[src/rtl/arp_pkg.sv]
`timescale 1ns / 1ps
package arp_pkg;
	localparam int PW = 15;
	localparam int NL = 6;
	localparam int PITCH_LIMIT = 12000;
	localparam logic [1:0] COUNTDOWN = 2'd3;
	localparam logic [1:0] LAUNCH = 2'd1;
	localparam logic [1:0] ORD_DOWN = 2'd0;
	localparam logic [1:0] ORD_RAND = 2'd1;
	localparam logic [1:0] WALK_DOWN = 2'd0;
	localparam logic [1:0] WALK_RAND = 2'd1;
	localparam logic [1:0] WALK_UP = 2'd2;
	localparam logic [1:0] REG_STEPS = 2'd0;
	localparam logic [1:0] REG_DIST = 2'd1;
	localparam logic [1:0] REG_ORDER = 2'd2;
	localparam logic [1:0] REG_WALK = 2'd3;
	localparam logic [15:0] LFSR_SEED = 16'hACE1;
	localparam logic [15:0] LFSR_TAPS = 16'hB400;

	typedef enum logic [4:0] {
		ST_IDLE  = 5'b00001,
		ST_CTRL  = 5'b00010,
		ST_BUILD = 5'b00100,
		ST_PLAY  = 5'b01000,
		ST_OUT   = 5'b10000
	} state_t;

	function automatic logic [15:0] lfsr_next(input logic [15:0] s);
		lfsr_next = s[0] ? ((s >> 1) ^ LFSR_TAPS) : (s >> 1);
	endfunction

	// reduce a draw modulo one to six pitches by masks or reciprocal multiplication
	function automatic logic [2:0] draw_mod(input logic [15:0] x, input logic [2:0] m);
		logic [33:0] p3, p5;
		logic [15:0] r;
		p3 = 34'(x) * 34'h0AAAB;
		p5 = 34'(x) * 34'h0CCCD;
		unique case (m)
			3'd2: r = {15'd0, x[0]};
			3'd3: r = x - p3[32:17] * 16'd3;
			3'd4: r = {14'd0, x[1:0]};
			3'd5: r = x - p5[33:18] * 16'd5;
			3'd6: r = x - p3[33:18] * 16'd6;
			default: r = '0;
		endcase
		draw_mod = r[2:0];
	endfunction
endpackage

[src/rtl/arp_lane.sv]
`timescale 1ns / 1ps
module arp_lane import arp_pkg::*; (
	input  logic clk,
	input  logic signed [PW-1:0] pitch,
	input  logic signed [17:0] offset,
	output logic signed [PW-1:0] shifted_s1
);
	logic signed [18:0] sum;
	assign sum = 19'(pitch) + 19'(offset);
	always_ff @(posedge clk) begin
		if (sum > 19'sd12000) shifted_s1 <= PW'(PITCH_LIMIT);
		else if (sum < -19'sd12000) shifted_s1 <= -PW'(PITCH_LIMIT);
		else shifted_s1 <= sum[PW-1:0];
	end
endmodule

[src/rtl/arpeggiator_sequencer.sv]
`timescale 1ns / 1ps
// Arpeggiator sequencer: one input word per audio tick gives one output word.
// Each word passes an accept state and a control state (which also makes the
// random walk draw), then, when a cycle of pitches starts, a build state that
// picks one connected pitch per step (each random draw steps the LFSR once),
// then lets the six clamp lanes settle and writes the table, or, when locked,
// goes on to play without writing the table; then a play state and an output
// state that presents the result. An empty pitch mask goes straight from
// control to the result. No word is accepted while a result is pending.
module arpeggiator_sequencer import arp_pkg::*; #(
	parameter int TRIG_HOLD_TICKS = 2,
	parameter int GATE_TICKS = 22,
	parameter int END_TICKS = 220
) (
	input  logic clk,
	input  logic arst_n,
	input  logic s_tvalid,
	output logic s_tready,
	// clock_edge, trigger_edge, trigger_connected, lock_press, button_press,
	// pitch_valid_mask[6], pitch_in_0..5[15 each]; 101 bits, padded to 104
	input  logic [103:0] s_tdata,
	output logic m_tvalid,
	input  logic m_tready,
	// pitch_out[15], gate, end_of_cycle, end_of_sequence, lock_lamp; padded
	output logic [23:0] m_tdata,
	input  logic cfg_valid,
	output logic cfg_ready,
	input  logic [1:0] cfg_index,
	input  logic [4:0] cfg_data
);
	state_t st_q;
	logic [4:0] steps_q, lsteps_q, step_idx_q;
	logic [3:0] dist_q, ldist_q, cyc_left_q;
	logic [1:0] ord_q, walk_q, lord_q, lwalk_q, seqcd_q, cyccd_q;
	logic lock_q, run_q, free_q;
	logic [5:0] steps_left_q;
	logic [2:0] cyc_idx_q;
	logic signed [5:0] walk_q_off;
	logic signed [PW-1:0] tab_q [NL];
	logic signed [PW-1:0] held_q;
	logic [3:0] trig_q;
	logic [9:0] gate_q, ecyc_q, eseq_q;
	logic [15:0] lfsr_q;
	logic [100:0] in_q;
	logic [2:0] pick_q [NL];
	logic [2:0] bi_q;
	logic launch_q, clocked_q;
	logic o_gate_q, o_eoc_q, o_eos_q;

	logic [5:0] mask;
	logic [2:0] n;
	logic signed [PW-1:0] vld [NL];
	logic signed [PW-1:0] shf [NL];
	logic signed [17:0] dv;

	assign mask = in_q[10:5];
	always_comb begin
		logic [2:0] k;
		k = '0;
		for (int i = 0; i < NL; i++) vld[i] = '0;
		for (int p = 0; p < NL; p++)
			if (mask[p]) begin
				vld[k] = in_q[11 + PW*p +: PW];
				k = k + 3'd1;
			end
		n = k;
	end

	assign dv = 18'($signed({1'b0, ldist_q}) * walk_q_off * 18'sd100);

	for (genvar g = 0; g < NL; g++) begin : g_lane
		arp_lane u_lane (.clk(clk), .pitch(vld[pick_q[g]]), .offset(dv),
			.shifted_s1(shf[g]));
	end

	assign s_tready = (st_q == ST_IDLE);
	assign cfg_ready = (st_q == ST_IDLE);
	assign m_tvalid = (st_q == ST_OUT);
	assign m_tdata = {5'd0, lock_q, o_eos_q, o_eoc_q, o_gate_q, held_q};

	always_ff @(posedge clk or negedge arst_n) begin
		if (!arst_n) begin
			st_q <= ST_IDLE;
			steps_q <= 5'd1; dist_q <= '0; ord_q <= '0; walk_q <= '0;
			lock_q <= 1'b0; run_q <= 1'b0; free_q <= 1'b0;
			seqcd_q <= '0; cyccd_q <= '0;
			lsteps_q <= '0; ldist_q <= '0; lord_q <= '0; lwalk_q <= '0;
			step_idx_q <= '0; steps_left_q <= '0; cyc_idx_q <= '0; cyc_left_q <= '0;
			walk_q_off <= '0;
			for (int i = 0; i < NL; i++) begin
				tab_q[i] <= '0;
				pick_q[i] <= '0;
			end
			held_q <= '0;
			trig_q <= '0; gate_q <= '0; ecyc_q <= '0; eseq_q <= '0;
			lfsr_q <= LFSR_SEED;
			in_q <= '0; bi_q <= '0; launch_q <= 1'b0; clocked_q <= 1'b0;
			o_gate_q <= 1'b0; o_eoc_q <= 1'b0; o_eos_q <= 1'b0;
		end else begin
			unique case (st_q)
				ST_IDLE: begin
					if (cfg_valid) begin
						unique case (cfg_index)
							REG_STEPS: steps_q <= cfg_data;
							REG_DIST: dist_q <= cfg_data[3:0];
							REG_ORDER: ord_q <= cfg_data[1:0];
							REG_WALK: walk_q <= cfg_data[1:0];
							default: ;
						endcase
					end
					if (s_tvalid) begin
						in_q <= s_tdata[100:0];
						st_q <= ST_CTRL;
					end
				end
				ST_CTRL: begin
					logic [3:0] tr;
					logic th, clk_e, rn, fr;
					logic [1:0] sc, cc;
					logic [4:0] si, ls;
					logic [5:0] sl;
					logic [1:0] lw;
					logic [9:0] ec, es;
					if (n == 3'd0) begin
						o_gate_q <= gate_q != 0;
						o_eoc_q <= ecyc_q != 0;
						o_eos_q <= eseq_q != 0;
						st_q <= ST_OUT;
					end else begin
						tr = trig_q;
						if (in_q[1] && tr < 4'(TRIG_HOLD_TICKS)) tr = 4'(TRIG_HOLD_TICKS);
						th = tr != 0;
						if (th) tr = tr - 4'd1;
						trig_q <= tr;
						if (in_q[3]) lock_q <= ~lock_q;
						sc = seqcd_q; cc = cyccd_q;
						if (sc != 0) sc = sc - 2'd1;
						if (cc != 0) cc = cc - 2'd1;
						clk_e = in_q[0] && !th;
						if (in_q[1] || in_q[4]) begin sc = COUNTDOWN; cc = COUNTDOWN; end
						rn = run_q; fr = free_q;
						if (clk_e && !rn) begin
							if (!in_q[2]) begin
								fr = 1'b1; sc = COUNTDOWN; cc = LAUNCH;
							end else fr = 1'b0;
						end
						if (fr && in_q[2] && rn) fr = 1'b0;
						si = step_idx_q; sl = steps_left_q;
						ec = ecyc_q; es = eseq_q;
						if (rn && clk_e && cyc_left_q == 0) begin
							if (si < 5'd31) si = si + 5'd1;
							if (sl != 0) sl = sl - 6'd1;
							if (ec < 10'(END_TICKS)) ec = 10'(END_TICKS);
							if (sl == 0) begin
								if (fr) begin cc = COUNTDOWN; sc = COUNTDOWN; end
								rn = 1'b0;
								if (es < 10'(END_TICKS)) es = 10'(END_TICKS);
							end else cc = LAUNCH;
						end
						ecyc_q <= ec; eseq_q <= es;
						lw = lwalk_q;
						if (sc == LAUNCH) begin
							ls = lsteps_q;
							if (!lock_q ^ in_q[3]) begin
								ls = steps_q; ldist_q <= dist_q;
								lord_q <= ord_q; lwalk_q <= walk_q; lw = walk_q;
							end
							lsteps_q <= ls;
							sl = (ls != 0) ? {1'b0, ls} : 6'd1;
							si = '0;
							walk_q_off <= '0;
							rn = 1'b1;
						end
						seqcd_q <= sc; cyccd_q <= cc;
						step_idx_q <= si; steps_left_q <= sl;
						run_q <= rn; free_q <= fr;
						clocked_q <= clk_e;
						launch_q <= (cc == LAUNCH);
						if (cc == LAUNCH) begin
							logic [15:0] l;
							logic signed [5:0] wo;
							logic [1:0] d;
							l = lfsr_q; d = lw;
							wo = (sc == LAUNCH) ? 6'sd0 : walk_q_off;
							if (d == WALK_RAND) begin
								l = lfsr_next(l);
								d = l[0] ? WALK_UP : WALK_DOWN;
							end
							if (si != 0) begin
								if (d == WALK_DOWN && wo > -6'sd32) wo = wo - 6'sd1;
								else if (d == WALK_UP && wo < 6'sd31) wo = wo + 6'sd1;
							end
							walk_q_off <= wo;
							lfsr_q <= l;
							cyc_left_q <= {1'b0, n};
							cyc_idx_q <= '0;
							bi_q <= '0;
							st_q <= ST_BUILD;
						end else st_q <= ST_PLAY;
					end
				end
				ST_BUILD: begin
					logic [15:0] l;
					if (lock_q || bi_q == n + 3'd1) begin
						if (!lock_q) begin
							for (int i = 0; i < NL; i++)
								if (3'(i) < n) tab_q[i] <= shf[i];
						end
						st_q <= ST_PLAY;
					end else if (bi_q == n) begin
						bi_q <= bi_q + 3'd1;
					end else begin
						l = lfsr_q;
						if (lord_q == ORD_DOWN) pick_q[bi_q] <= n - bi_q - 3'd1;
						else if (lord_q == ORD_RAND) begin
							l = lfsr_next(l);
							pick_q[bi_q] <= draw_mod(l, n);
						end else pick_q[bi_q] <= bi_q;
						lfsr_q <= l;
						bi_q <= bi_q + 3'd1;
					end
				end
				ST_PLAY: begin
					logic [9:0] gc, c1, c2;
					gc = gate_q;
					if (run_q && (clocked_q || launch_q)) begin
						if (cyc_idx_q < 3'(NL)) held_q <= tab_q[cyc_idx_q];
						if (cyc_idx_q < 3'd7) cyc_idx_q <= cyc_idx_q + 3'd1;
						if (cyc_left_q != 0) cyc_left_q <= cyc_left_q - 4'd1;
						if (gc < 10'(GATE_TICKS)) gc = 10'(GATE_TICKS);
					end
					c1 = ecyc_q; c2 = eseq_q;
					o_gate_q <= gc != 0; o_eoc_q <= c1 != 0; o_eos_q <= c2 != 0;
					gate_q <= (gc != 0) ? gc - 10'd1 : gc;
					ecyc_q <= (c1 != 0) ? c1 - 10'd1 : c1;
					eseq_q <= (c2 != 0) ? c2 - 10'd1 : c2;
					st_q <= ST_OUT;
				end
				ST_OUT: begin
					if (m_tready) st_q <= ST_IDLE;
				end
				default: st_q <= ST_IDLE;
			endcase
		end
	end

	a_hs_excl: assert property (@(posedge clk) disable iff (!arst_n)
		!(s_tready && m_tvalid)) else $error("input and output both open");
	a_out_hold: assert property (@(posedge clk) disable iff (!arst_n)
		m_tvalid && !m_tready |=> m_tvalid && $stable(m_tdata))
		else $error("result changed while stalled");
	a_idx: assert property (@(posedge clk) disable iff (!arst_n)
		cyc_left_q <= 4'd6) else $error("cycle length above six");
endmodule

[config.mk]
export PLATFORM = sky130hd
export DESIGN_NAME = arpeggiator_sequencer
export DESIGN_NICKNAME = d
export VERILOG_FILES = /design/src/rtl/arp_pkg.sv /design/src/rtl/arp_lane.sv /design/src/rtl/arpeggiator_sequencer.sv
export SDC_FILE = /design/constraint.sdc
export NUM_CORES = 2
export LEC_CHECK = 0
export ABC_AREA = 0
export BUFFER_PORTS_ARGS = -buffer_cell sky130_fd_sc_hd__buf_2
export CORE_AREA = 2 2 301 214
export CTS_CLUSTER_SIZE = 24
export DETAILED_ROUTE_END_ITERATION = 10
export DIE_AREA = 0 0 303 216
export PLACE_DENSITY = 0.8
export SKIP_CTS_REPAIR_TIMING = 1
export SLEW_MARGIN = 20
export SYNTH_ARGS = -nofsm -noshare
export SYNTH_HDL_FRONTEND = slang
export SYNTH_SLANG_ARGS = --single-unit
[constraint.sdc]
create_clock -name clk -period 9.07 [get_ports clk]
set_input_delay 0.907 -clock clk [delete_from_list [all_inputs] [get_ports clk]]
set_output_delay 0.907 -clock clk [all_outputs]
set_load 0.02 [all_outputs]
==> reports/results.txt <==
largest net degree at the start of global routing = 132
Clock Pin Slew Worst Setup and Hold Paths = 0.07 ns
Async SR Flop Fraction = 79.26%
Chip Height = 216 µm
critical path endpoint category = flop
initial antenna violation count = 1
Core ar. = 62530 µm²
CP Data Required Time = 9.51 ns
CP Launch Type = flop
synthesis-to-layout area growth = 7.607%
DRC = 4
crit share post-route = 94.67%
first-pass GRT wire length = 191.7 mm
clk sinks = 434
Final TNS setup = 0 ns
CP Data Arrival Time = 9.02 ns
YS warnings = 0
violated checks = DRC
register area share after synthesis = 26.33%
synthesized area = 39590 µm²
Syn Inst Count = 4187
Setup Skew = 0.02394 ns
WL/cell = 23.97 µm
critical path type = flop to flop
Worst Path Max Fanout = 12
grt ovf = 0
Main synth FF type = dfrtp_1
RSZ-0062 raised after global routing = false
via count = 34555
htree depth = 2
Max-Slew Margin vs Limit = 24.86%
clock root cell = clkbuf_16
IO Port Bufs = 134
placed insts = 5036
Fmax achieved = 116.5 MHz
post-synthesis register bit count = 434
Tmin final = 8.586 ns
max incr delay on CP = 0.57 ns
endpoints failing hold = 0
initial drt markers = 4387
wirelength, routed = 122.5 mm
hpwl dp = 94.48 mm
Worst R2R Start = walk_q_off[2]$_DFFE_PN0P_
chip width = 303 µm
Detailed Routing Iterations Pass 1 = 11
antenna diode instance count = 0
CTS tree = yes
synth unique cells = 119
Nets = 4843
Die Area = 65450 µm²
status = finished with violations
worst-skew pair later-pin latency = 0.60 ns
FF-to-FF End = g_lane[4].u_lane.shifted_s1[9]$_SDFF_PN1_
Slew Limit Fails = 0
Reg2Reg Setup Slack = 0.48 ns
fillers = 4860
hold crit path type = input port to async pin
slowest library cell on the worst path = a21oi_1
final setup fails = 0
CTS Buf Count = 42
Rows = 77
syn avg cell area = 9.455 µm²
actual slew at the worst max-slew pin = 1.125 ns
antenna viol nets, final = 0
initial core utilization = 63.31%
vias in the first global route = 33176
RePlAce Congestion = 1.017
max-capacitance violation count = 0
layout cells sized above 1 = 17.02%
I/O pins = 143
Final Instance Count excl. Fillers = 5111
Vias per Instance = 6.761
gr usage total = 37.67%
Clock Path Buffers = 3
EDFF count, synth = 0
r2r worst-path depth = 33
## per-layer routing
metal  vias to the layer above  part of all wire (%)  wire length (µm)  track usage (%)
li1                      15473                     -                 -                -
met1                     16950                    42             51700            54.29
met2                      1831                    44             53390            56.36
met3                       299                    11             13860            9.232
met4                         2                   2.9              3526            10.53
met5                         -                 0.011                13                0
## layout by cell type (no fill, tap or decap), drive strengths merged, types with 43 or more instances in the layout
cell type / netlist / routed
inv: 346 / 347
dfrtp: 334 / 334
ha: 331 / 331
nor2: 286 / 286
a21oi: 253 / 253
mux2: 240 / 240
nand2: 237 / 237
buf: 47 / 225
o21ai: 162 / 162
fa: 145 / 145
nor3: 129 / 129
mux2i: 119 / 119
o22ai: 106 / 106
mux4: 94 / 94
dfxtp: 90 / 90
xnor2: 90 / 90
nand3: 79 / 79
xor2: 64 / 64
and2: 57 / 57
clkbuf: 162 / 55
nand2b: 44 / 44
a22oi: 44 / 44
a211oi: 44 / 44
a21o: 43 / 43
## synthesized netlist by cell type, types with 104 or more instances
master	n	area (µm²)
mux2i_1	119	1191
o21ai_0	153	765.7
dfrtp_1	334	8358
clkbuf_1	162	608.1
nand2_1	237	889.6
inv_1	341	1280
a21oi_1	253	1266
o22ai_1	104	650.6
nor2_1	286	1074
mux2_2	240	2703
fa_1	145	2903
nor3_1	125	625.6
ha_1	331	4141
## worst max path at each step
stage                               from  slack [ns]                                   endpoint  depth (start not counted)
3_3_place_gp   walk_q_off[2]$_DFFE_PN0P_        0.61  g_lane[5].u_lane.shifted_s1[2]$_SDFF_PP0_                         33
6_report       walk_q_off[2]$_DFFE_PN0P_        0.48  g_lane[4].u_lane.shifted_s1[9]$_SDFF_PN1_                         33
3_5_place_dp   walk_q_off[2]$_DFFE_PN0P_        0.35  g_lane[5].u_lane.shifted_s1[0]$_SDFF_PP0_                         32
5_1_grt        walk_q_off[2]$_DFFE_PN0P_        0.02  g_lane[4].u_lane.shifted_s1[1]$_SDFF_PP0_                         33
4_1_cts        walk_q_off[2]$_DFFE_PN0P_        0.28  g_lane[5].u_lane.shifted_s1[0]$_SDFF_PP0_                         32
2_1_floorplan  walk_q_off[2]$_DFFE_PN0P_        0.83  g_lane[5].u_lane.shifted_s1[3]$_SDFF_PP0_                         35
## per-stage QoR
step	setup WS, ns	util, %	area [µm²]	hold slack, ns
after floorplan	0.8287	-	39600	0.4389
final	0.4835	68.13	42600	0.2683
after CTS	0.2782	68.04	42540	0.3352
after global placement	0.6056	65.87	41180	0.4445
after detailed placement	0.3473	65.87	41180	0.4477
after global routing	0.01761	68.13	42600	0.3628
## critical path, delay by kind of cell, from the launching register on
kind / cells / cell delay (ns)
adders and majority gates: 8 / 3.28
AOI/OAI and AO/OA: 9 / 2.26
and+or+nand+nor: 9 / 1.30
buffers and inverters: 6 / 0.76
DFF: 1 / 0.51
xor gates and xnor gates: 1 / 0.31
## kinds of logic after synthesis
logic type | share of synthesized area (%)
xor+xnor | 3.862
buf+inv | 5.506
flops | 26.33
compound gates | 17.24
simple gates | 14.08
mux | 15.18
other cells | 0.009473
fa+ha+maj | 17.79
## registers in the layout, summed over array words and instances, names as in the netlist, 3 cells and up
name                      flops
cyc_idx_q                     3
trig_q                        4
st_q                          5
tab_q                        90
lfsr_q                       16
steps_left_q                  6
pick_q                       18
steps_q                       5
gate_q                       10
held_q                       15
walk_q_off                    6
cyc_left_q                    4
g_lane.u_lane.shifted_s1     90
in_q                        101
dist_q                        4
ldist_q                       4
ecyc_q                       10
lsteps_q                      5
eseq_q                       10
bi_q                          3
step_idx_q                    5
## final cells by class
cell class,count,area [µm²],area share (%)
clock buffers,55,1184,2.779
clock inverters,20,173.9,0.4083
inverters,349,1310,3.075
multi-input cells,3199,27090,63.60
flip-flops and latches,434,10420,24.47
well taps,829,1037,2.435
repair buffers,225,1376,3.231
Power is left out: the tool's default activity adds up to more than one toggle a clock period on the data nets, which glitch-free logic cannot reach.
